===== config.mk =====
export PLATFORM = sky130hd
export DESIGN_NAME = ntz_split
export DESIGN_NICKNAME = d
export VERILOG_FILES = /design/src/rtl/ntz_pkg.sv /design/src/rtl/ntz_split.sv
export SDC_FILE = /design/constraint.sdc
export NUM_CORES = 1
export LEC_CHECK = 0
export BUFFER_PORTS_ARGS = -buffer_cell sky130_fd_sc_hd__buf_2
export CAP_MARGIN = 5
export CORE_ASPECT_RATIO = 1.2
export CORE_UTILIZATION = 45
export DETAILED_ROUTE_END_ITERATION = 6
export MAX_ROUTING_LAYER = met4
export PLACE_DENSITY = 0.63
export SLEW_MARGIN = 20
export SYNTH_ARGS = -nofsm -noshare
export SYNTH_HDL_FRONTEND = slang
export SYNTH_SLANG_ARGS = --single-unit

===== constraint.sdc =====
create_clock -name clk -period 9.6 [get_ports clk]
set_input_delay 1.92 -clock clk [delete_from_list [all_inputs] [get_ports clk]]
set_output_delay 1.92 -clock clk [all_outputs]
set_load 0.02 [all_outputs]

===== src/rtl/ntz_pkg.sv =====
// Shared widths, types and division constants for the NZ local time converter.
// No dependencies; every other file in rtl imports this package.
package ntz_pkg;

  localparam int EPOCH_W = 38;
  localparam int DAYS_W  = 22;
  localparam int SOD_W   = 17;
  localparam int YEAR_W  = 14;
  localparam int MONTH_W = 4;
  localparam int DAY_W   = 5;
  localparam int HOUR_W  = 5;
  localparam int MIN_W   = 6;
  localparam int SEC_W   = 6;
  localparam int DOY_W   = 9;
  localparam int WDAY_W  = 3;

  // Depth of the days-to-civil pipeline.
  localparam int CIV_LAT = 7;

  localparam logic [SOD_W-1:0]  SECS_PER_DAY   = 17'd86400;
  localparam logic [SOD_W-1:0]  STD_OFFSET     = 17'd43200;
  localparam logic [SOD_W-1:0]  DST_OFFSET     = 17'd46800;
  // 02:00 at +12 h and 03:00 at +13 h both fall at 14:00 UTC the day before.
  localparam logic [SOD_W-1:0]  SWITCH_SOD     = 17'd50400;
  localparam logic [DAYS_W-1:0] DAY_SHIFT      = 22'd719468;
  localparam logic [17:0]       ERA_DAYS       = 18'd146097;

  // Reciprocals: floor(x / c) == (x * M) >> S for every x of the stated width.
  localparam int SH_675  = 41;
  localparam logic [31:0] M_675  = 32'(((64'd1 << 41) + 64'd674) / 64'd675);
  localparam int SH_7W   = 25;
  localparam logic [22:0] M_7W   = 23'(((64'd1 << 25) + 64'd6) / 64'd7);
  localparam int SH_ERA  = 40;
  localparam logic [22:0] M_ERA  = 23'(((64'd1 << 40) + 64'd146096) / 64'd146097);
  localparam int SH_1460 = 29;
  localparam logic [18:0] M_1460 = 19'(((64'd1 << 29) + 64'd1459) / 64'd1460);
  localparam int SH_365  = 27;
  localparam logic [18:0] M_365  = 19'(((64'd1 << 27) + 64'd364) / 64'd365);
  localparam int SH_100  = 16;
  localparam logic [9:0]  M_100  = 10'(((64'd1 << 16) + 64'd99) / 64'd100);
  localparam int SH_153  = 19;
  localparam logic [11:0] M_153  = 12'(((64'd1 << 19) + 64'd152) / 64'd153);
  localparam int SH_5    = 14;
  localparam logic [11:0] M_5    = 12'(((64'd1 << 14) + 64'd4) / 64'd5);
  localparam int SH_3600 = 29;
  localparam logic [17:0] M_3600 = 18'(((64'd1 << 29) + 64'd3599) / 64'd3600);
  localparam int SH_60   = 18;
  localparam logic [12:0] M_60   = 13'(((64'd1 << 18) + 64'd59) / 64'd60);
  localparam int SH_7S   = 13;
  localparam logic [10:0] M_7S   = 11'(((64'd1 << 13) + 64'd6) / 64'd7);

  localparam int CIV_SIDE_W = 42;
  typedef logic [CIV_SIDE_W-1:0] civ_side_t;

  // UTC day number, second of day and weekday (0 is Sunday).
  typedef struct packed {
    logic [DAYS_W-1:0] z;
    logic [SOD_W-1:0]  sod;
    logic [WDAY_W-1:0] wday;
  } utc_side_t;

  // Civil date plus the March-based day of year, month index and leap flag.
  typedef struct packed {
    logic [YEAR_W-1:0]  year;
    logic [MONTH_W-1:0] month;
    logic [DAY_W-1:0]   day;
    logic [DOY_W-1:0]   doy;
    logic [3:0]         mp;
    logic               leap;
  } civ_date_t;

endpackage


===== src/rtl/ntz_split.sv =====
// Splits an epoch into UTC day number, second of day and weekday (4 stages).
// Depends on ntz_pkg.
module ntz_split (
  input  logic                         clk,
  input  logic                         rst_n,
  input  logic                         en,
  input  logic                         valid_i,
  input  logic [ntz_pkg::EPOCH_W-1:0]  epoch_i,
  output logic                         valid_o,
  output ntz_pkg::utc_side_t           side_o
);
  import ntz_pkg::*;

  logic [3:0]        v_r;
  logic [21:0]       q1_r;
  logic [30:0]       n1_r;
  logic [6:0]        lo1_r;
  logic [62:0]       prod1;
  logic [DAYS_W-1:0] z2_r;
  logic [SOD_W-1:0]  sod2_r;
  logic [30:0]       rem_full;
  logic [44:0]       prod3;
  logic [19:0]       wq3_r;
  logic [DAYS_W-1:0] z3_r;
  logic [SOD_W-1:0]  sod3_r;
  logic [DAYS_W-1:0] x3;
  logic [DAYS_W-1:0] wrem;
  utc_side_t         side_r;

  // 86400 = 128 * 675: the low seven bits go straight into the second of day.
  assign prod1    = 63'(epoch_i[EPOCH_W-1:7]) * 63'(M_675);
  assign rem_full = n1_r - 31'(q1_r) * 31'd675;
  assign prod3    = 45'(z2_r + 22'd4) * 45'(M_7W);
  assign x3       = z3_r + 22'd4;
  assign wrem     = x3 - 22'(wq3_r) * 22'd7;

  always_ff @(posedge clk) begin
    if (!rst_n) begin
      v_r <= '0;
    end else if (en) begin
      v_r <= {v_r[2:0], valid_i};
    end
  end

  always_ff @(posedge clk) begin
    if (en) begin
      q1_r   <= prod1[62:SH_675];
      n1_r   <= epoch_i[EPOCH_W-1:7];
      lo1_r  <= epoch_i[6:0];
      z2_r   <= q1_r;
      sod2_r <= {rem_full[9:0], lo1_r};
      wq3_r  <= prod3[44:SH_7W];
      z3_r   <= z2_r;
      sod3_r <= sod2_r;
      side_r.z    <= z3_r;
      side_r.sod  <= sod3_r;
      side_r.wday <= wrem[WDAY_W-1:0];
    end
  end

  assign valid_o = v_r[3];
  assign side_o  = side_r;

endmodule


Yosys cells after proc, flatten, opt, wreduce, memory -nomap -nowiden

Index checks and enable logic that the tools add are counted.

Flip-flop bits (word level): 183
Word-level logic and storage cells: 20

$add $sub $neg: 4
Multiply operators: 4

Operators by type and width:

| kind                                                                  | number |
|---|---|
| 31-bit by 32-bit multiplier with 63-bit output, second input constant | 1 |
| 23-bit by 23-bit multiplier with 45-bit output, second input constant | 1 |
| 22-bit by 3-bit adder with 23-bit output, second input constant       | 1 |
| 22-bit by 10-bit multiplier with 10-bit output, second input constant | 1 |
| 20-bit by 3-bit multiplier with 3-bit output, second input constant   | 1 |
| 10-bit subtractor                                                     | 1 |
| 3-bit adder, second input constant                                    | 1 |
| 3-bit subtractor                                                      | 1 |

Logic depth before layout (Yosys ltp)

Depth in word-level cells: 2
Mapped depth: 28

Worst setup path before layout

No wires, ideal clock.

Kind: in2reg
From: in epoch_i[20] (netlist bit)
To: reg q1_r[17] (data pin)
Arrival: 7.718 ns
Data required time: 9.340 ns
Path slack: 1.622 ns
Stages: 23
Buffers on the path: 0
Path through: ha_1 > fa_1 > inv_1 > fa_1 > inv_1 > fa_1 > fa_1 > fa_1 > fa_1 > inv_1 > fa_1 > inv_1 > ha_1 > nand2_1 > o21bai_2 > a2111oi_4 > o21a_1 > o22a_4 > o311ai_4 > a31oi_4 > o21bai_4 > a221oi_2 > xnor2_1

Word-level cells in the longest chain between the ends: 1

RTL lines:

| element                                        | line            | source |
|---|---|---|
| start, declared                                | ntz_split.sv:8  | `input logic [ntz_pkg::EPOCH_W-1:0] epoch_i,` |
| 31-bit by 32-bit multiplier with 63-bit output | ntz_split.sv:31 | `assign prod1 = 63'(epoch_i[EPOCH_W-1:7]) * 63'(M_675);` |
| net prod1[58]                                  | ntz_split.sv:18 | `logic [62:0] prod1;` |
| end signal, assigned                           | ntz_split.sv:47 | `q1_r <= prod1[62:SH_675];` |
| end, declared                                  | ntz_split.sv:15 | `logic [21:0] q1_r;` |

The timed path passes the listed nets, and every way through them passes these cells.
A chain may end at the register's enable or synchronous reset.

Worst setup path after layout

From: in epoch_i[11] (netlist bit)
To: reg q1_r[20] (data pin)

The elaborated chain is that of the path after synthesis.

==> reports/results.ini <==
[yosys]
synth_top_area_share_pct=30.5
synth_edf_count=162
synth_area_um2=24300
synth.area.top_cells=fa_1, ha_1, edfxtp_1
synth_cells=2117
syn_area_per_cell_um2=11.5
yosysUniqueCellTypes=55
syn_nets=3082
synthArstFlopShare_pct=0
yosys_register_bits=166
synth_top_cell_by_area=fa_1
ys.flop_type=edfxtp_1
yosysWarnings=0
ys_seq_area_share_pct=20.4

[floorplan]
core_um2=53000
chipWidth_um=214
pin_count=85
die_h_um=256
rows=92
dieArea_um2=54900
initial_core_util_pct=45.8

[placement]
dp_hpwl_um=51100
gp_routability_congestion=0.971
portBuffers=84

[sta]
finalSetupViolCount=0
fin_worst_skew_ns=0.00910
fmax_mhz=120
worst_pin_slew_ns=0.924
finalCritPeriodShare_pct=86.6
tns_ns=0
slew_violations=0
slew-limit-headroom_pct=38.4
rsz0062_at_grt=no
finalCriticalPeriod_ns=8.32
hold_viol=0

[global_routing]
grt_max_degree=93
grt_pass1_vias=16100
grt_overflow=0
antenna_found_initial=0
grt_pass1_wl_um=89200
grt_usage_pct=22.2

[clock_network]
htree_levels=4
cts_inserted_buffers=17
clkLatencyLatePin_ns=0.43
clk_pin_slew_ns=0.07
cts_buffer_depth=2
clock-root-buffer=clkbuf_16
clock_sinks=166
cts_resized=0
ctsHoldBuffers=0
cts_tree=yes
cts_setup_buffers=0

[critical_path]
worstSetupEndpointType=register
arrival_ns=8.50
crit_type=primary input to register
crit_fanout=10
start_kind=primary input
worstPathRequired_ns=9.78

[cells_and_area]
fill_cells=4880
area_delta_synth_final_pct=7.93
layout_common_cells=inv_1, ha_1, fa_1
drive_above_1_share_pct=6.00
final_common_cell=inv_1
antenna_cells=0
nets=3186

[detailed_routing]
wl_per_cell_um=19.4
drt_iter0_drc=561
antenna_left=0
drc=0
vias=14300
drt_wl_total_um=56900
viasPerCell=4.88
drt-pass1-iter-count=5

[flow_run]
max_cap_violations=0

[status]
status=finished, final reports clean

[hold_path]
min_path_type=register to register

[registers in the layout, indices dropped and copies added, names as in the netlist]
signal / count
v_r: 4
sod3_r: 17
wq3_r: 3
side_o: 42
q1_r: 22
z3_r: 22
lo1_r: 7
n1_r: 10
z2_r: 22
sod2_r: 17
[cell type report]
cell class | instances | area [um^2] | share of cell area (%)
Tap cell | 705 | 882 | 3.37
Multi-Input combinational cell | 1290 | 16800 | 64.3
Sequential cell | 166 | 4940 | 18.9
Clock buffer | 18 | 429 | 1.64
Inverter | 660 | 2480 | 9.46
Clock inverter | 14 | 174 | 0.664
Timing Repair Buffer | 86 | 442 | 1.69
[critical path, stage by stage]
cell and delay (ns):
buf_2 0.32, fa_1 0.47, ha_1 0.33, ha_1 0.28, inv_1 0.05, fa_1 0.52, fa_1 0.53, inv_1 0.05
fa_1 0.46, fa_1 0.55, inv_1 0.06, fa_1 0.54, inv_1 0.05, ha_1 0.29, nand3_1 0.23, nor3_2 0.30
o21ai_1 0.10, o211ai_1 0.12, a41oi_2 0.13, o311ai_4 0.43, nand4b_1 0.26, a21oi_2 0.27, or4_1 0.15, o311ai_1 0.09
[metal layers]
metal | global-route usage [%] | up-vias | share of wire [%]
li1 | - | 6912 | -
met4 | 6.35 | 0 | 2.6
met5 | - | - | 0
met1 | 25.5 | 7149 | 42
met3 | 1.22 | 69 | 1.7
met2 | 41.6 | 217 | 54
[cells by family (layout without fill, tap and decap cells)]
family / Yosys count / count (layout) / synth area share, %
flip-flops: 166 / 166 / 20.4
multiplexers: 6 / 6 / 0.248
XOR/XNOR: 85 / 85 / 3.07
adder cells (fa/ha/maj): 923 / 923 / 59.0
AND/OR/NAND/NOR: 128 / 128 / 2.76
buffers and inverters: 661 / 778 / 10.2
AO/OA/AOI/OAI: 148 / 148 / 4.28
[cells in the mapped netlist (all sizes together) (5+ instances only)]
library cell / number
nor2: 28
nor3: 7
xor2: 21
nand2b: 11
o21a: 6
nand4: 14
nand3: 22
nor2b: 11
a21oi: 49
and3: 5
ha: 553
xnor2: 64
mux2i: 6
o21bai: 7
a21o: 25
inv: 660
a31oi: 5
edfxtp: 162
o21ai: 29
fa: 370
nand2: 21
[metrics by stage]
stage	hold slack (ns)	std cells	setup slack [ns]	instance area, um^2	utilization, %
finish	0.408	2939	1.28	26200	49.5
global route	0.423	2939	0.988	26200	49.5
CTS	0.410	2939	1.31	26200	49.5
detailed placement	0.405	2907	0.858	25600	48.3
global placement	0.400	2907	0.952	25600	48.3
floorplan	0.400	2117	1.62	24300	-
[worst paths after layout]
kind          startpoint        end  slack [ns]  depth (start not counted)
max          epoch_i[11]   q1_r[20]        1.28                         24
min            sod2_r[1]  sod3_r[1]        0.41                          0
max reg2reg      z2_r[5]   wq3_r[2]        2.44                         26
min reg2reg    sod2_r[1]  sod3_r[1]        0.41                          0
Power is left out: the tool's default activity adds up to more than one toggle a clock period on the data nets, which glitch-free logic cannot reach.
