$ cat src/rtl/ntz_pkg.sv
// Shared widths, types and division constants for the NZ local time converter.
// No dependencies; every other file in rtl imports this package.
package ntz_pkg;

  localparam int EPOCH_W = 38;
  localparam int DAYS_W  = 22;
  localparam int SOD_W   = 17;
  localparam int YEAR_W  = 14;
  localparam int MONTH_W = 4;
  localparam int DAY_W   = 5;
  localparam int HOUR_W  = 5;
  localparam int MIN_W   = 6;
  localparam int SEC_W   = 6;
  localparam int DOY_W   = 9;
  localparam int WDAY_W  = 3;

  // Depth of the days-to-civil pipeline.
  localparam int CIV_LAT = 7;

  localparam logic [SOD_W-1:0]  SECS_PER_DAY   = 17'd86400;
  localparam logic [SOD_W-1:0]  STD_OFFSET     = 17'd43200;
  localparam logic [SOD_W-1:0]  DST_OFFSET     = 17'd46800;
  // 02:00 at +12 h and 03:00 at +13 h both fall at 14:00 UTC the day before.
  localparam logic [SOD_W-1:0]  SWITCH_SOD     = 17'd50400;
  localparam logic [DAYS_W-1:0] DAY_SHIFT      = 22'd719468;
  localparam logic [17:0]       ERA_DAYS       = 18'd146097;

  // Reciprocals: floor(x / c) == (x * M) >> S for every x of the stated width.
  localparam int SH_675  = 41;
  localparam logic [31:0] M_675  = 32'(((64'd1 << 41) + 64'd674) / 64'd675);
  localparam int SH_7W   = 25;
  localparam logic [22:0] M_7W   = 23'(((64'd1 << 25) + 64'd6) / 64'd7);
  localparam int SH_ERA  = 40;
  localparam logic [22:0] M_ERA  = 23'(((64'd1 << 40) + 64'd146096) / 64'd146097);
  localparam int SH_1460 = 29;
  localparam logic [18:0] M_1460 = 19'(((64'd1 << 29) + 64'd1459) / 64'd1460);
  localparam int SH_365  = 27;
  localparam logic [18:0] M_365  = 19'(((64'd1 << 27) + 64'd364) / 64'd365);
  localparam int SH_100  = 16;
  localparam logic [9:0]  M_100  = 10'(((64'd1 << 16) + 64'd99) / 64'd100);
  localparam int SH_153  = 19;
  localparam logic [11:0] M_153  = 12'(((64'd1 << 19) + 64'd152) / 64'd153);
  localparam int SH_5    = 14;
  localparam logic [11:0] M_5    = 12'(((64'd1 << 14) + 64'd4) / 64'd5);
  localparam int SH_3600 = 29;
  localparam logic [17:0] M_3600 = 18'(((64'd1 << 29) + 64'd3599) / 64'd3600);
  localparam int SH_60   = 18;
  localparam logic [12:0] M_60   = 13'(((64'd1 << 18) + 64'd59) / 64'd60);
  localparam int SH_7S   = 13;
  localparam logic [10:0] M_7S   = 11'(((64'd1 << 13) + 64'd6) / 64'd7);

  localparam int CIV_SIDE_W = 42;
  typedef logic [CIV_SIDE_W-1:0] civ_side_t;

  // UTC day number, second of day and weekday (0 is Sunday).
  typedef struct packed {
    logic [DAYS_W-1:0] z;
    logic [SOD_W-1:0]  sod;
    logic [WDAY_W-1:0] wday;
  } utc_side_t;

  // Civil date plus the March-based day of year, month index and leap flag.
  typedef struct packed {
    logic [YEAR_W-1:0]  year;
    logic [MONTH_W-1:0] month;
    logic [DAY_W-1:0]   day;
    logic [DOY_W-1:0]   doy;
    logic [3:0]         mp;
    logic               leap;
  } civ_date_t;

endpackage

$ cat src/rtl/ntz_dst.sv
// Daylight decision from the UTC date, then the local day and second of day.
// Four stages. Depends on ntz_pkg.
module ntz_dst (
  input  logic                        clk,
  input  logic                        rst_n,
  input  logic                        en,
  input  logic                        valid_i,
  input  ntz_pkg::civ_date_t          date_i,
  input  ntz_pkg::utc_side_t          side_i,
  output logic                        valid_o,
  output logic [ntz_pkg::DAYS_W-1:0]  z_o,
  output logic [ntz_pkg::SOD_W-1:0]   sod_o,
  output logic                        daylight_o
);
  import ntz_pkg::*;

  function automatic logic [2:0] mod7(input logic [9:0] x);
    logic [20:0] p;
    logic [9:0]  r;
    p = 21'(x) * 21'(M_7S);
    r = x - 10'(p[20:SH_7S]) * 10'd7;
    return r[2:0];
  endfunction

  logic [3:0]        v_r;
  logic [DOY_W-1:0]  doyj;
  logic [DOY_W-1:0]  doyj1_r;
  logic [9:0]        ds1_r;
  logic [9:0]        da1_r;
  logic              leap1_r;
  logic [2:0]        wday1_r;
  logic [DAYS_W-1:0] z1_r;
  logic [SOD_W-1:0]  sod1_r;
  logic [2:0]        ws2_r;
  logic [2:0]        wa2_r;
  logic [DOY_W-1:0]  doyj2_r;
  logic              leap2_r;
  logic [DAYS_W-1:0] z2_r;
  logic [SOD_W-1:0]  sod2_r;
  logic [DOY_W-1:0]  sep_eve;
  logic [DOY_W-1:0]  apr_eve;
  logic              late_sod;
  logic              dst3;
  logic              dst3_r;
  logic [DAYS_W-1:0] z3_r;
  logic [SOD_W-1:0]  sod3_r;
  logic [SOD_W:0]    sod_sum;
  logic              carry;
  logic [DAYS_W-1:0] z4_r;
  logic [SOD_W-1:0]  sod4_r;
  logic              dst4_r;

  always_comb begin
    // January-based day of year of the UTC date.
    doyj = (date_i.mp >= 4'd10) ? (date_i.doy - 9'd306)
                                : (date_i.doy + 9'd59 + 9'(date_i.leap));

    // 30 September is day 272 and 1 April day 90 in a common year.
    sep_eve  = 9'd271 + 9'(leap2_r) - 9'(ws2_r);
    apr_eve  = 9'd89 + 9'(leap2_r) + ((wa2_r == 3'd0) ? 9'd0 : (9'd7 - 9'(wa2_r)));
    late_sod = (sod2_r >= SWITCH_SOD);
    dst3     = (doyj2_r > sep_eve) || ((doyj2_r == sep_eve) && late_sod)
            || (doyj2_r < apr_eve) || ((doyj2_r == apr_eve) && !late_sod);

    sod_sum = 18'(sod3_r) + 18'(dst3_r ? DST_OFFSET : STD_OFFSET);
    carry   = (sod_sum >= 18'(SECS_PER_DAY));
  end

  always_ff @(posedge clk) begin
    if (!rst_n) begin
      v_r <= '0;
    end else if (en) begin
      v_r <= {v_r[2:0], valid_i};
    end
  end

  always_ff @(posedge clk) begin
    if (en) begin
      doyj1_r <= doyj;
      // Offsets of 371 keep both weekday sums positive without changing them mod 7.
      ds1_r   <= 10'd643 + 10'(date_i.leap) - 10'(doyj);
      da1_r   <= 10'd461 + 10'(date_i.leap) - 10'(doyj);
      leap1_r <= date_i.leap;
      wday1_r <= side_i.wday;
      z1_r    <= side_i.z;
      sod1_r  <= side_i.sod;

      ws2_r   <= mod7(ds1_r + 10'(wday1_r));
      wa2_r   <= mod7(da1_r + 10'(wday1_r));
      doyj2_r <= doyj1_r;
      leap2_r <= leap1_r;
      z2_r    <= z1_r;
      sod2_r  <= sod1_r;

      dst3_r <= dst3;
      z3_r   <= z2_r;
      sod3_r <= sod2_r;

      dst4_r <= dst3_r;
      z4_r   <= z3_r + 22'(carry);
      sod4_r <= carry ? SOD_W'(sod_sum - 18'(SECS_PER_DAY)) : sod_sum[SOD_W-1:0];
    end
  end

  assign valid_o    = v_r[3];
  assign z_o        = z4_r;
  assign sod_o      = sod4_r;
  assign daylight_o = dst4_r;

endmodule

$ cat config.mk
export PLATFORM = sky130hd
export DESIGN_NAME = ntz_dst
export DESIGN_NICKNAME = d
export VERILOG_FILES = /design/src/rtl/ntz_pkg.sv /design/src/rtl/ntz_dst.sv
export SDC_FILE = /design/constraint.sdc
export NUM_CORES = 1
export LEC_CHECK = 0
export BUFFER_PORTS_ARGS = -buffer_cell sky130_fd_sc_hd__clkbuf_2
export CAP_MARGIN = 20
export CORE_MARGIN = 3
export CORE_UTILIZATION = 40
export CTS_CLUSTER_DIAMETER = 100
export CTS_CLUSTER_SIZE = 20
export DETAILED_ROUTE_END_ITERATION = 10
export MAX_ROUTING_LAYER = met4
export PLACE_DENSITY = 0.56
export SETUP_SLACK_MARGIN = 0.02
export SYNTH_ARGS = -nofsm -noshare
export SYNTH_HDL_FRONTEND = slang
export SYNTH_SLANG_ARGS = --single-unit
$ cat constraint.sdc
create_clock -name clk -period 5.7 [get_ports clk]
set_input_delay 0.285 -clock clk [delete_from_list [all_inputs] [get_ports clk]]
set_output_delay 0.285 -clock clk [all_outputs]
set_load 0.1 [all_outputs]
**After elaboration in Yosys (flattened, before gate mapping)**

Cells that the tools add are included.

- Reduce and logical (&&, ||, !) cells: 7
- Add/sub/neg operators: 19
- Shifts and indexed selects: 0
- Divide/modulo/power cells: 0
- Bitwise logic cells: 0
- Mux-type cells: 4
- Equal/unequal tests: 2
- $lt $le $gt $ge: 5
- Multiply operators: 4

Operators by type and width:

| operator | number |
|---|---|
| $mul 10x11->21 const B | 2 |
| $add 22x1->22 | 1 |
| $add 10x3->10 | 2 |
| $sub 10x9->10 | 2 |
| $add 17x16->18 | 1 |
| $eq 9x9->1 | 2 |
| $ge 18x17->1 const B | 1 |
| $mux 9 | 2 |
| $ge 17x16->1 const B | 1 |
| $mux 17 | 1 |
| $sub 17x17->17 const B | 1 |
| $mul 8x3->3 const B | 2 |
| $mux 13 | 1 |
| $add 10x1->10 const A | 1 |
| $add 9x1->10 const A | 1 |
| $add 8x9->9 | 1 |
| $add 9x1->9 | 1 |
| $add 9x1->9 const A | 1 |
| $add 9x6->9 const B | 1 |
| $gt 9x9->1 | 1 |
| $lt 9x9->1 | 1 |
| $sub 9x3->9 | 1 |
| $sub 9x9->9 const B | 1 |
| $add 7x1->8 const A | 1 |
| other kinds (7) | 11 |

- Logic and storage cells: 61
- Memory bits (writable): 0
- Input bits: 83
- Latch bits: 0
- Output and inout port bits: 41
- ROM bits: 0
- Memories kept: 0
- Register bits: 211

**Longest topological paths before layout**

- Depth in word-level cells: 7
- Depth in mapped cells: 30
- Mapped depth without buffers: 30

**Worst setup path before layout**

No wires, ideal clock.

- Path type: register to register
- From: reg ds1_r[0]
- To: reg ws2_r[2] (data pin)
- Slack: -581 ps
- Required time: 5440 ps
- Library setup time: 260 ps
- Arrival: 6021 ps
- Period minus slack after synthesis: 6281 ps
- Buffers on the path: 0
- Cell stages (with the launch flop): 29
- Cell sequence: edfxtp_1 ha_1 fa_1 a21oi_1 nor2_1 nand3_1 xnor2_1 inv_1 ha_1 fa_1 fa_1 inv_1 ha_1 inv_1 fa_1 inv_1 ha_1 a211o_1 nor3_1 o21ai_0 a41o_1 xnor2_1 o21ai_0 xnor2_1 fa_1 xor2_1 xnor2_1 xnor2_1 xnor2_1

- Word-level cells in the longest chain between the ends: 4

RTL lines:

| what | RTL line | RTL |
|---|---|---|
| start, declared | ntz_dst.sv:28 | `logic [9:0] ds1_r;` |
| start signal, assigned | ntz_dst.sv:81 | `ds1_r <= 10'd643 + 10'(date_i.leap) - 10'(doyj);` |
| $add 10x3->10 * | ntz_dst.sv:88 | `ws2_r <= mod7(ds1_r + 10'(wday1_r));` |
| $mul 10x11->21 | ntz_dst.sv:20 | `p = 21'(x) * 21'(M_7S);` |
| $mul 8x3->3 | ntz_dst.sv:21 | `r = x - 10'(p[20:SH_7S]) * 10'd7;` |
| $sub 3x3->3 * | ntz_dst.sv:21 |  |
| end signal, assigned | ntz_dst.sv:88 |  |
| end, declared | ntz_dst.sv:34 | `logic [2:0] ws2_r;` |

Every way passes the cells marked *; elsewhere a longest branch is shown, timed or not.
A chain may end at the register's enable or synchronous reset.

**Worst setup path after layout**

Same ends and word-level chain as after synthesis.

==> results.sh <==
export IMPL_routed_via_density=4.68
export IMPL_max_freq_mhz=161
export IMPL_end_kind="flop"
export IMPL_stdcell_count=1501
export IMPL_cts_buffer_depth=3
export IMPL_syn_area_per_cell_sq_um=13.0
export IMPL_worst_path_dominant_cell_family="adder cells"
export IMPL_maxSlewHeadroom_pct=30.9
export IMPL_setup_tns_ns=-1.14
export IMPL_post_route_drc_count=0
export IMPL_yosysWarningCount=0
export IMPL_fin_crit_ns=6.22
export IMPL_overflow=0
export IMPL_slew_violations=0
export IMPL_hpwlAfterDp_um=15000
export IMPL_placed_area_sq_mm=0.0131
export IMPL_die_width_um=177
export IMPL_syn_inst=901
export IMPL_grt_pass1_wl_um=33200
export IMPL_status="finished with violations"
export IMPL_first_pass_iters=5
export IMPL_synth_ff_type="edfxtp_1"
export IMPL_dp_cells=1424
export IMPL_clock_latency_ns=0.48
export IMPL_cp_required_ns=5.94
export IMPL_worstPathArrival_ns=6.46
export IMPL_grt_max_degree=130
export IMPL_critical_path_buf_inv_count=5
export IMPL_syn_nets=1154
export IMPL_die_area_sq_mm=0.0315
export IMPL_std_cell_rows=62
export IMPL_finalHoldViolations=0
export IMPL_area_delta_synth_final_pct=22.4
export IMPL_cp_max_fo=5
export IMPL_ys_seq_elements=210
export IMPL_htree_levels=1
export IMPL_synth_area_sq_mm=0.0118
export IMPL_antenna_found_initial=0
export IMPL_drt_iter0_markers=299
export IMPL_die_y_um=177
export IMPL_io_buffers=99
export IMPL_post_route_period_util_pct=109
export IMPL_fillers=2573
export IMPL_core_area_sq_mm=0.0289
export IMPL_cts_sinks=210
export IMPL_wl_per_cell_um=13.7
export IMPL_tightest_slew_ns=1.04
export IMPL_grt_use_total_pct=13.3
export IMPL_vias=7024
export IMPL_gp_congestion=0.846
export IMPL_setup_viol=4
export IMPL_io_pins=124
export IMPL_cts_root_buf="clkbuf_16"
export IMPL_numCtsBuffers=14
export IMPL_antenna_cells=0
export IMPL_drtAntennaViolNets=0
export IMPL_final_nets=1365
export IMPL_fin_ws_ns=-0.525
export IMPL_slowest_stage="fa_2"
export IMPL_max_stage_delay_ns=0.57
export IMPL_cts_tree="done"
export IMPL_async_flop_share_pct=0
export IMPL_violations="negative setup slack"
export IMPL_rsz0062_at_grt="yes"
export IMPL_grt_pass1_vias=6922
export IMPL_pre_cts_slack_ns=-0.641
export IMPL_synth_edf_count=206
export IMPL_synth_seq_area_share_pct=53.3
export IMPL_clkTransAtPathRegs_ns=0.08
export IMPL_critical_path_class="flop to flop"
export IMPL_maxCapViolations=0
export IMPL_cp_common_cell="xnor2_1"
export IMPL_drt_total_wl_um=20500
export IMPL_fin_area_sq_mm=0.0144
export IMPL_fin_skew_ns=0.0280
export IMPL_initial_utilization_pct=40.7
export IMPL_cp_start_kind="flop"
export IMPL_drive_gt1_share_pct=24.4
export IMPL_hold_path_class="primary input to flop"
export IMPL_synth_cell_types=70
metal layers:
metal,GRT usage (%),vias to the layer above,part of all wire (%)
li1,-,3622,-
met1,17.7,3288,46
met2,22.4,97,50
met3,1.86,17,3.0
met4,1.83,0,1.0
met5,-,-,0
cells by family after synthesis:
logic type | synth area share, %
AOI/OAI and AO/OA | 7.12
xor gates and xnor gates | 7.45
adders and majority gates | 19.9
buffers and inverters | 4.16
DFF | 53.3
muxes | 0.649
and+or+nand+nor | 7.41
final cells by class:
class	instances	area, sq um	share of cell area (%)
Timing Repair Buffer	203	1390	9.65
Clock inverter	2	25.0	0.174
Multi-Input combinational cell	564	5400	37.5
Clock buffer	19	379	2.63
Inverter	119	447	3.10
Sequential cell	210	6270	43.5
Tap cell	384	480	3.34
cell usage after synthesis (all sizes together), types with 2 or more instances:
cell | instances | area (sq um)
a21oi | 32 | 175
xnor2 | 72 | 631
ha | 142 | 1780
a211oi | 6 | 50.1
buf | 5 | 30.0
nand2 | 32 | 120
o21a | 7 | 52.6
mux2 | 2 | 26.3
nor4 | 2 | 12.5
and2 | 6 | 37.5
xor2 | 28 | 245
clkbuf | 3 | 12.5
nand2b | 9 | 56.3
o41ai | 2 | 17.5
fa | 28 | 561
and3 | 8 | 50.1
nor2b | 11 | 68.8
a31oi | 5 | 31.3
a32oi | 2 | 17.5
nor3 | 17 | 85.1
nor3b | 4 | 30.0
or2 | 6 | 37.5
nand4 | 11 | 68.8
a211o | 2 | 17.5
inv | 119 | 447
mux2i | 5 | 50.1
o22ai | 2 | 12.5
o21ai | 26 | 141
edfxtp | 206 | 6190
a21o | 9 | 67.6
dfxtp | 4 | 80.1
o311ai | 2 | 25.0
nor2 | 37 | 149
nand3b | 2 | 15.0
nand3 | 19 | 95.1
or3 | 4 | 25.0
o31ai | 3 | 27.5
o21bai | 3 | 22.5
timing repair:
action | CTS | global route
endpoints found under the setup margin | 5 | 6
hold endpoints to repair | 40 | 0
resized for setup | 27 | 39
hold buffers | 40 | 0
pin swaps | 26 | 50
buffers inserted | 12 | 6
worst reg2reg max path, delay by kind of cell, from the launching register on:
family	cells	cell delay, ns
AOI/OAI and AO/OA	5	1.12
xor gates and xnor gates	7	0.96
buffers and inverters	5	0.36
and+or+nand+nor	3	0.26
DFF	1	0.40
adders and majority gates	9	2.87
state kept, by name, summed over array words and instances, names as in the netlist, 4 cells and up:
name and cells:
sod2_r 17, z1_r 22, sod1_r 17, sod_o 17, z_o 22, doyj2_r 9
v_r 4, z3_r 22, da1_r 9, sod3_r 17, doyj1_r 9, z2_r 22
ds1_r 10
placed cells by master (no fill, tap or decap), types with 6 or more instances in the layout:
cell type / n
xnor2_2: 13
nand2b_1: 9
o21ai_0: 13
a21o_1: 9
and3_1: 8
ha_4: 10
and2_1: 6
ha_1: 127
clkbuf_2: 98
xor2_1: 24
nand3_1: 18
fa_1: 19
edfxtp_1: 206
inv_1: 108
nand4_1: 11
nand2_1: 31
o21ai_1: 9
nor2b_1: 10
nor2_1: 32
dlygate4sd3_1: 40
o21a_1: 7
a21oi_1: 25
buf_4: 63
inv_2: 11
nor3_1: 14
fa_2: 9
clkbuf_16: 14
xnor2_1: 59
metrics by stage:
stage / util [%] / hold WS (ns)
after floorplan: - / 0.384
after global placement: 45.6 / 0.400
after detailed placement: 45.6 / 0.405
after CTS: 49.1 / 0.0289
after global routing: 49.9 / 0.0309
final: 49.9 / 0.0487
path summary, 6_finish.rpt:
check                            from                    to  slack (ns)  cells past startpoint
setup / recovery   ds1_r[0]$_DFFE_PP_    ws2_r[2]$_DFFE_PP_       -0.52                     29
hold / removal             side_i[16]  sod1_r[13]$_DFFE_PP_        0.05                      1
setup reg to reg   ds1_r[0]$_DFFE_PP_    ws2_r[2]$_DFFE_PP_       -0.52                     29
hold reg to reg   sod2_r[3]$_DFFE_PP_   sod3_r[3]$_DFFE_PP_        0.42                      0
Power is left out: the tool's default activity adds up to more than one toggle a clock period on the data nets, which glitch-free logic cannot reach.
