--- config.mk ---
export PLATFORM = sky130hd
export DESIGN_NAME = ntz_civil
export DESIGN_NICKNAME = d
export VERILOG_FILES = /design/src/rtl/ntz_pkg.sv /design/src/rtl/ntz_civil.sv
export SDC_FILE = /design/constraint.sdc
export NUM_CORES = 2
export LEC_CHECK = 0
export ABC_AREA = 0
export BUFFER_PORTS_ARGS = -buffer_cell sky130_fd_sc_hd__buf_4
export CAP_MARGIN = 20
export CORE_MARGIN = 10
export CORE_UTILIZATION = 45
export DETAILED_ROUTE_END_ITERATION = 7
export PLACE_DENSITY = 0.67
export SLEW_MARGIN = 5
export SYNTH_ARGS = -nofsm -noshare
export SYNTH_HDL_FRONTEND = slang
export SYNTH_SLANG_ARGS = --single-unit
--- constraint.sdc ---
create_clock -name clk -period 9.5 [get_ports clk]
set_clock_uncertainty 0.15 [all_clocks]
set_input_delay 1.425 -clock clk [delete_from_list [all_inputs] [get_ports clk]]
set_output_delay 1.425 -clock clk [all_outputs]
set_load 0.1 [all_outputs]
--- src/rtl/ntz_pkg.sv ---
// Shared widths, types and division constants for the NZ local time converter.
// No dependencies; every other file in rtl imports this package.
package ntz_pkg;

  localparam int EPOCH_W = 38;
  localparam int DAYS_W  = 22;
  localparam int SOD_W   = 17;
  localparam int YEAR_W  = 14;
  localparam int MONTH_W = 4;
  localparam int DAY_W   = 5;
  localparam int HOUR_W  = 5;
  localparam int MIN_W   = 6;
  localparam int SEC_W   = 6;
  localparam int DOY_W   = 9;
  localparam int WDAY_W  = 3;

  // Depth of the days-to-civil pipeline.
  localparam int CIV_LAT = 7;

  localparam logic [SOD_W-1:0]  SECS_PER_DAY   = 17'd86400;
  localparam logic [SOD_W-1:0]  STD_OFFSET     = 17'd43200;
  localparam logic [SOD_W-1:0]  DST_OFFSET     = 17'd46800;
  // 02:00 at +12 h and 03:00 at +13 h both fall at 14:00 UTC the day before.
  localparam logic [SOD_W-1:0]  SWITCH_SOD     = 17'd50400;
  localparam logic [DAYS_W-1:0] DAY_SHIFT      = 22'd719468;
  localparam logic [17:0]       ERA_DAYS       = 18'd146097;

  // Reciprocals: floor(x / c) == (x * M) >> S for every x of the stated width.
  localparam int SH_675  = 41;
  localparam logic [31:0] M_675  = 32'(((64'd1 << 41) + 64'd674) / 64'd675);
  localparam int SH_7W   = 25;
  localparam logic [22:0] M_7W   = 23'(((64'd1 << 25) + 64'd6) / 64'd7);
  localparam int SH_ERA  = 40;
  localparam logic [22:0] M_ERA  = 23'(((64'd1 << 40) + 64'd146096) / 64'd146097);
  localparam int SH_1460 = 29;
  localparam logic [18:0] M_1460 = 19'(((64'd1 << 29) + 64'd1459) / 64'd1460);
  localparam int SH_365  = 27;
  localparam logic [18:0] M_365  = 19'(((64'd1 << 27) + 64'd364) / 64'd365);
  localparam int SH_100  = 16;
  localparam logic [9:0]  M_100  = 10'(((64'd1 << 16) + 64'd99) / 64'd100);
  localparam int SH_153  = 19;
  localparam logic [11:0] M_153  = 12'(((64'd1 << 19) + 64'd152) / 64'd153);
  localparam int SH_5    = 14;
  localparam logic [11:0] M_5    = 12'(((64'd1 << 14) + 64'd4) / 64'd5);
  localparam int SH_3600 = 29;
  localparam logic [17:0] M_3600 = 18'(((64'd1 << 29) + 64'd3599) / 64'd3600);
  localparam int SH_60   = 18;
  localparam logic [12:0] M_60   = 13'(((64'd1 << 18) + 64'd59) / 64'd60);
  localparam int SH_7S   = 13;
  localparam logic [10:0] M_7S   = 11'(((64'd1 << 13) + 64'd6) / 64'd7);

  localparam int CIV_SIDE_W = 42;
  typedef logic [CIV_SIDE_W-1:0] civ_side_t;

  // UTC day number, second of day and weekday (0 is Sunday).
  typedef struct packed {
    logic [DAYS_W-1:0] z;
    logic [SOD_W-1:0]  sod;
    logic [WDAY_W-1:0] wday;
  } utc_side_t;

  // Civil date plus the March-based day of year, month index and leap flag.
  typedef struct packed {
    logic [YEAR_W-1:0]  year;
    logic [MONTH_W-1:0] month;
    logic [DAY_W-1:0]   day;
    logic [DOY_W-1:0]   doy;
    logic [3:0]         mp;
    logic               leap;
  } civ_date_t;

endpackage

--- src/rtl/ntz_civil.sv ---
// Days-to-civil date conversion in seven stages, with a side word carried along.
// Depends on ntz_pkg.
module ntz_civil (
  input  logic                        clk,
  input  logic                        rst_n,
  input  logic                        en,
  input  logic                        valid_i,
  input  logic [ntz_pkg::DAYS_W-1:0]  z_i,
  input  ntz_pkg::civ_side_t          side_i,
  output logic                        valid_o,
  output ntz_pkg::civ_date_t          date_o,
  output ntz_pkg::civ_side_t          side_o
);
  import ntz_pkg::*;

  logic [CIV_LAT-1:0] v_r;
  civ_side_t          side_r [CIV_LAT];

  logic [DAYS_W-1:0] zz;
  logic [44:0]       p_era;
  logic [DAYS_W-1:0] zz1_r;
  logic [4:0]        era1_r;
  logic [DAYS_W-1:0] doe_full;
  logic [17:0]       doe2_r;
  logic [4:0]        era2_r;
  logic [36:0]       p1460;
  logic [2:0]        c36524;
  logic              c146096;
  logic [17:0]       t3;
  logic [17:0]       t3_r;
  logic [17:0]       doe3_r;
  logic [4:0]        era3_r;
  logic [36:0]       p365;
  logic [8:0]        yoe4_r;
  logic [17:0]       doe4_r;
  logic [4:0]        era4_r;
  logic [18:0]       p100;
  logic [17:0]       base5;
  logic [17:0]       doy_full;
  logic [DOY_W-1:0]  doy5_r;
  logic [8:0]        yoe5_r;
  logic [4:0]        era5_r;
  logic [10:0]       x6;
  logic [22:0]       p153;
  logic [3:0]        mp6_r;
  logic [DOY_W-1:0]  doy6_r;
  logic [8:0]        yoe6_r;
  logic [4:0]        era6_r;
  logic [10:0]       x7;
  logic [22:0]       p5;
  logic [DOY_W-1:0]  day_full;
  logic              jan_feb;
  logic [9:0]        yr400;
  civ_date_t         date7;
  civ_date_t         date_r;

  always_comb begin
    zz       = z_i + DAY_SHIFT;
    p_era    = 45'(zz) * 45'(M_ERA);
    doe_full = zz1_r - 22'(era1_r) * 22'(ERA_DAYS);

    p1460   = 37'(doe2_r) * 37'(M_1460);
    c36524  = 3'(doe2_r >= 18'd36524) + 3'(doe2_r >= 18'd73048)
            + 3'(doe2_r >= 18'd109572) + 3'(doe2_r >= 18'd146096);
    c146096 = (doe2_r == 18'd146096);
    t3      = doe2_r - 18'(p1460[36:SH_1460]) + 18'(c36524) - 18'(c146096);

    p365 = 37'(t3_r) * 37'(M_365);

    p100     = 19'(yoe4_r) * 19'(M_100);
    base5    = 18'(yoe4_r) * 18'd365 + 18'(yoe4_r[8:2]) - 18'(p100[18:SH_100]);
    doy_full = doe4_r - base5;

    x6   = 11'(doy5_r) * 11'd5 + 11'd2;
    p153 = 23'(x6) * 23'(M_153);

    x7       = 11'(mp6_r) * 11'd153 + 11'd2;
    p5       = 23'(x7) * 23'(M_5);
    day_full = doy6_r - p5[22:SH_5] + 9'd1;
    jan_feb  = (mp6_r >= 4'd10);
    // Year modulo 400 decides the leap rule; 400 itself counts as zero.
    yr400    = 10'(yoe6_r) + 10'(jan_feb);

    date7.year  = 14'(yoe6_r) + 14'(era6_r) * 14'd400 + 14'(jan_feb);
    date7.month = jan_feb ? (mp6_r - 4'd9) : (mp6_r + 4'd3);
    date7.day   = day_full[DAY_W-1:0];
    date7.doy   = doy6_r;
    date7.mp    = mp6_r;
    date7.leap  = (yr400[1:0] == 2'd0) && (yr400 != 10'd100) && (yr400 != 10'd200)
                  && (yr400 != 10'd300);
  end

  always_ff @(posedge clk) begin
    if (!rst_n) begin
      v_r <= '0;
    end else if (en) begin
      v_r <= {v_r[CIV_LAT-2:0], valid_i};
    end
  end

  always_ff @(posedge clk) begin
    if (en) begin
      side_r[0] <= side_i;
      for (int k = 1; k < CIV_LAT; k++) begin
        side_r[k] <= side_r[k-1];
      end
      zz1_r  <= zz;
      era1_r <= p_era[44:SH_ERA];
      doe2_r <= doe_full[17:0];
      era2_r <= era1_r;
      t3_r   <= t3;
      doe3_r <= doe2_r;
      era3_r <= era2_r;
      yoe4_r <= p365[35:SH_365];
      doe4_r <= doe3_r;
      era4_r <= era3_r;
      doy5_r <= doy_full[DOY_W-1:0];
      yoe5_r <= yoe4_r;
      era5_r <= era4_r;
      mp6_r  <= p153[22:SH_153];
      doy6_r <= doy5_r;
      yoe6_r <= yoe5_r;
      era6_r <= era5_r;
      date_r <= date7;
    end
  end

  assign valid_o = v_r[CIV_LAT-1];
  assign date_o  = date_r;
  assign side_o  = side_r[CIV_LAT-1];

endmodule

Yosys cells after proc, flatten, opt, wreduce, memory -nomap -nowiden
Memories as Yosys holds them, arrays and structs flattened.
Index checks and enable logic that the tools add are counted.

cells by class
  reduce and logical (&&, ||, !) cells = 4
  multiply operators = 11
  add/sub/neg operators = 20
  multiplexer cells = 3
  magnitude comparators = 5
  equal/unequal tests = 4

operators with widths
  operator                  number
  $mul A22 B22 Y44 const B  1
  $ge A18 B17 Y1 const B    2
  $mul A18 B16 Y34 const B  1
  $mul A18 B16 Y33 const B  1
  $mul A11 B12 Y23 const B  1
  $add A11 B2 Y11 const B   2
  $add A22 B20 Y22 const B  1
  $mul A11 B12 Y19 const B  1
  $add A18 B3 Y18           1
  $eq A18 B18 Y1 const B    1
  $ge A18 B16 Y1 const B    1
  $ge A18 B18 Y1 const B    1
  $mul A5 B18 Y18 const B   1
  $sub A18 B1 Y18           1
  $sub A18 B18 Y18          1
  $sub A18 B8 Y18           1
  $mul A9 B6 Y15 const B    1
  $add A14 B1 Y14           1
  $add A9 B14 Y14           1
  $mul A4 B8 Y11 const B    1
  $mul A9 B3 Y11 const B    1
  $add A9 B1 Y10            1
  $mul A5 B5 Y10 const B    1
  $ne A10 B7 Y1 const B     1
  other kinds (18)          21

word-level totals
  register bits = 195
  output and inout port bits = 80
  memory bits (writable) = 294
  logic and storage cells = 72
  memories = 1
  input port bits = 68

memories
  memory  depth  width  read ports  clocked after memory_dff  wr ports  line             text
  side_r  7      42     7           0                         7         ntz_civil.sv:17  civ_side_t side_r [CIV_LAT];

Logic depth before layout (Yosys ltp)
  word-level depth = 6
  gate-level depth with buffers = 33

Worst setup path after synthesis
OpenSTA, ideal clock, no wires.

  kind = in2reg
  from = input z_i[3] in the netlist's numbering
  to = register era1_r[1], data pin
  stages = 25
  data arrival time = 8.452 ns
  setup slack = 0.634 ns
  data required time = 9.086 ns
  path buffers = 1
  cell sequence = clkbuf_1 -> o21ai_0 -> a21oi_1 -> o21ai_0 -> a21boi_0 -> o21ai_0 -> xor2_1 -> ha_1 -> fa_1 -> ha_1 -> inv_1 -> fa_1 -> fa_1 -> inv_1 -> fa_1 -> fa_1 -> ha_1 -> a21o_1 -> a21o_1 -> a2111oi_2 -> o311ai_0 -> a311oi_1 -> nor2_1 -> a221oi_1 -> xnor2_1

between the ends
  longest elaborated chain between the ends = 2

RTL lines
  element               line              text
  from (decl)           ntz_civil.sv:8    input logic [ntz_pkg::DAYS_W-1:0] z_i,
  $add A22 B20 Y22      ntz_civil.sv:58   zz = z_i + DAY_SHIFT;
  $mul A22 B22 Y44      ntz_civil.sv:59   p_era = 45'(zz) * 45'(M_ERA);
  named net p_era[41]   ntz_civil.sv:20   logic [44:0] p_era;
  to (signal assigned)  ntz_civil.sv:108  era1_r <= p_era[44:SH_ERA];
  to (decl)             ntz_civil.sv:22   logic [4:0] era1_r;

The timed path passes the listed nets, and every way through them passes these cells.
A chain may end at the register's enable or synchronous reset.

Final worst setup path
  from = register doe2_r[10]
  to = register t3_r[16], data pin

between the ends
  longest elaborated chain between the ends = 6

RTL lines
  element                                                   line              text
  from (decl)                                               ntz_civil.sv:24   logic [17:0] doe2_r;
  from (signal assigned)                                    ntz_civil.sv:109  doe2_r <= doe_full[17:0];
  branches (longest 5 deep; another with $mul A18 B16 Y34)  -
  $sub A18 B1 Y18 (*)                                       ntz_civil.sv:66   t3 = doe2_r - 18'(p1460[36:SH_1460]) + 18'(c36524) - 18'(c146096);
  named net t3[16]                                          ntz_civil.sv:29   logic [17:0] t3;
  to (signal assigned)                                      ntz_civil.sv:111  t3_r <= t3;
  to (decl)                                                 ntz_civil.sv:30   logic [17:0] t3_r;

Mark *: on every way through the listed nets, which the timed path passes.

==> results.md <==
- After the first detailed-routing iteration, the DRC count stood at 1077.
- The region available for standard cell placement spans 95440 sq um.
- The floorplan step set the die height to 330.7 um.
- The wire-length estimate of the detail-placed layout is 67.64 mm.
- Clock tree synthesis inserted a total of 50 buffers.
- Broken down by cell family, the worst path's largest delay share belongs to adder cells.
- A synthesized cell averages 12.65 sq um.
- The fraction of final layout cells with drive strength greater than 1 is 0.07746.
- CTS placed an instance of sky130_fd_sc_hd__clkbuf_16 at the clock tree root.
- In this run the cell area of the synthesized design comes to 43430 sq um.
- The critical path's slowest cell is sky130_fd_sc_hd__edfxtp_1.
- In this run the tightest slew margin relative to its limit is 0.3458.
- The sum of overflow across all layers after global routing is 0.
- During synthesis, Yosys emitted a total of 0 warnings.
- The number of primary I/O pins is 148.
- Synthesis produced 3432 cells.
- The run finished with clean final reports.
- The cell with the most instances on the worst path is sky130_fd_sc_hd__fa_1.
- The starting utilization of the core area is 0.4551.
- The number of pins with negative max-slew slack in the final report is 0.
- The count of max-cap constraint violations is 0.
- The count of nets left with antenna violations once routing finished came out at 0.
- Synthesis produced a netlist with a net count of 4858.
- After filler insertion, the fill cell instance count of the layout stands at 8383.
- The clock passes through at most 3 buffers.
- The final critical-path required period is 9.102 ns.
- The repair_antennas step left the layout with diodes totalling 0.
- The register area is 14610 sq um.
- The endpoint required time on the critical path is 9.67 ns.
- In this run, placement finished with an instance count of 4873.
- The area growth from synthesis to layout is 10.93%.
- The clock sink count is 489.
- Among all flip-flop cells after synthesis, the most frequent one is sky130_fd_sc_hd__edfxtp_1.
- Leaving out fill and tap cells, the most frequent cell in the layout is sky130_fd_sc_hd__ha_1.
- In the finished design, the share of the clock period the worst path needs comes to 0.9581.
- Setup repair after global routing left no endpoint under its margin.
- The first-pass GRT wire length is 134.5 mm.
- The final sum of negative setup slack is 0 ns.
- From left edge to right edge, the die measures 330.7 um.
- The number of remaining DRC errors is 0.
- The number of hold buffers added after CTS was 0.
- The clock-pin slew on the worst setup and hold paths is 0.07 ns.
- Along the worst path, the maximum fanout reaches 11.
- The endpoint kind of the worst setup timing path is a flop.
- The global-route usage over all layers is 0.1536.
- The number of register bits inferred by synthesis is 489.
- The filler-free cell count of the finished design is 4970.
- The path type of the worst setup path is flop to flop.
- The minimum hold slack is 0.2632 ns.
- The H-tree generated during clock tree synthesis spans 2 levels.
- The slew at the pin closest to its max-slew limit is 0.9813 ns.
- The later pin in the worst-skew pair is clocked with a latency of 0.58 ns.
- For this run, the register share of the synthesized area comes to 0.3365.
- In the layout the commonest cells are sky130_fd_sc_hd__ha_1 (852), sky130_fd_sc_hd__inv_1 (838), sky130_fd_sc_hd__fa_1 (506).
- Static timing analysis puts the maximum clock frequency at 0.1099 GHz.
- The TritonCTS clock tree is yes.
- In the routed layout, each cell is associated on average with a via count of 4.867.
- The congestion estimate from routability-driven global placement came to 0.8996.
- The number of failing setup endpoints in the final timing report is 0.
- The floorplan has 113 rows.
- In the synthesized netlist the async set-or-reset flop fraction comes to 0.
- Dividing the detail-routed wire length by the instance count gives 16.43 um.
- Counting both buffers and inverters, the worst setup path holds a total of 2.
- Counting distinct cell types in the post-synthesis netlist gives 69.
- The via count of the first global-routing pass is 26150.
- Data arrives at the worst endpoint at 9.27 ns.
- The first detailed-routing pass ran for 5 iterations.
- The area used by multi-input combinational logic is 25650 sq um.
- The classification of the worst-slack hold path is flop to flop.
- At the end of the flow, the number of nets in the layout was 5090.
- The maximum number of pins on one net before global-route repair is 179.
- The initial antenna violation count is 1.
- The number of enable flip-flop cells after synthesis is 482.
- The final layout contains routed wiring with a total length of 81.63 mm.
- The number of endpoints with negative hold slack in the final report is 0.
- The largest single stage delay on the critical path is 0.85 ns.
- The count of buffers added on input and output ports is 147.
- The floorplan step defined a die boundary enclosing 109300 sq um.
- The via count is 24190.
- The critical path startpoint category is a flop.
[per-stage QoR]
stage / instance area [sq um] / util / setup WS (ns)
floorplan: 43430 / - / 0.6343
global placement: 46370 / 0.4859 / 0.3067
detailed placement: 46370 / 0.4859 / 0.2116
CTS: 48130 / 0.5044 / 0.3290
global route: 48180 / 0.5048 / 0.01813
finish: 48180 / 0.5048 / 0.3977
[synthesized netlist by cell type (all sizes together), types with 40 or more instances]
cell type  number  area, sq um
ha            852        10660
a21oi          71        355.3
fa            506        10130
edfxtp        482        14470
inv           838         3146
a21o           40        300.3
xor2           42        367.9
xnor2         117         1025
nor2           72        270.3
o21ai          50        250.2
nand2          62        232.7
[registers in the layout, summed over array words and instances, names as in the netlist, 7 cells and up]
signal and cells:
zz1_r 18, date_o 37, doe4_r 9, doy5_r 9, yoe4_r 9, doe2_r 18, v_r 7, yoe5_r 9
yoe6_r 9, t3_r 18, doy6_r 9, doe3_r 9, side_r 294
[worst register-to-register path, cell delays in order (launching register included)]
cell,delay (ns)
sky130_fd_sc_hd__edfxtp_1,0.85
sky130_fd_sc_hd__fa_1,0.55
sky130_fd_sc_hd__ha_1,0.32
sky130_fd_sc_hd__fa_1,0.48
sky130_fd_sc_hd__fa_1,0.54
sky130_fd_sc_hd__fa_1,0.56
sky130_fd_sc_hd__inv_1,0.06
sky130_fd_sc_hd__fa_1,0.53
sky130_fd_sc_hd__inv_1,0.04
sky130_fd_sc_hd__ha_1,0.30
sky130_fd_sc_hd__nand4_1,0.17
sky130_fd_sc_hd__nor2_1,0.15
sky130_fd_sc_hd__nand2_1,0.10
sky130_fd_sc_hd__nor4b_1,0.35
sky130_fd_sc_hd__o41a_1,0.31
sky130_fd_sc_hd__xnor2_1,0.12
sky130_fd_sc_hd__fa_1,0.52
sky130_fd_sc_hd__fa_1,0.51
sky130_fd_sc_hd__fa_1,0.45
sky130_fd_sc_hd__fa_1,0.41
sky130_fd_sc_hd__a21o_1,0.18
sky130_fd_sc_hd__a21oi_1,0.23
sky130_fd_sc_hd__nor2b_1,0.10
sky130_fd_sc_hd__nand2b_1,0.17
sky130_fd_sc_hd__a21oi_1,0.24
sky130_fd_sc_hd__o211ai_1,0.17
sky130_fd_sc_hd__a21o_1,0.18
sky130_fd_sc_hd__o311a_1,0.12
[cells by family (layout without fill, tap and decap cells)]
logic type / after synthesis / after routing / share of synthesized area
compound gates: 281 / 281 / 0.04399
xor+xnor: 159 / 159 / 0.03206
fa+ha+maj: 1358 / 1358 / 0.4787
buf+inv: 843 / 1116 / 0.07286
flops: 489 / 489 / 0.3365
mux: 10 / 10 / 0.002420
simple gates: 292 / 292 / 0.03348
[path summary, 6_finish.rpt]
path,startpoint,endpoint,slack [ns],depth (start not counted)
max,doe2_r[10]$_DFFE_PP_,t3_r[16]$_DFFE_PP_,0.40,27
min,era4_r[2]$_DFFE_PP_,era5_r[2]$_DFFE_PP_,0.26,0
max reg2reg,doe2_r[10]$_DFFE_PP_,t3_r[16]$_DFFE_PP_,0.40,27
min reg2reg,era4_r[2]$_DFFE_PP_,era5_r[2]$_DFFE_PP_,0.26,0
[repair_timing]
action / 4_1_cts / 5_1_grt
resized for setup: 0 / 0
buffers inserted: 0 / 4
endpoints found under the setup margin: 0 / 1
[layout make-up]
cell class	instances	area share
clock buffer	56	0.02688
timing repair buffer	185	0.02950
clock inverter	37	0.009687
sequential	489	0.3033
inverter	838	0.06529
tap	1265	0.03285
multi-input combinational	2100	0.5324
[routing by layer]
layer / vias to the layer above / global-route usage / wire (um)
met5: - / 0 / 12
met4: 2 / 0.04428 / 2359
met3: 122 / 0.01926 / 3045
met2: 364 / 0.2701 / 40950
met1: 11890 / 0.1969 / 35270
li1: 11820 / - / -
Power is left out: the tool's default activity adds up to more than one toggle a clock period on the data nets, which glitch-free logic cannot reach.
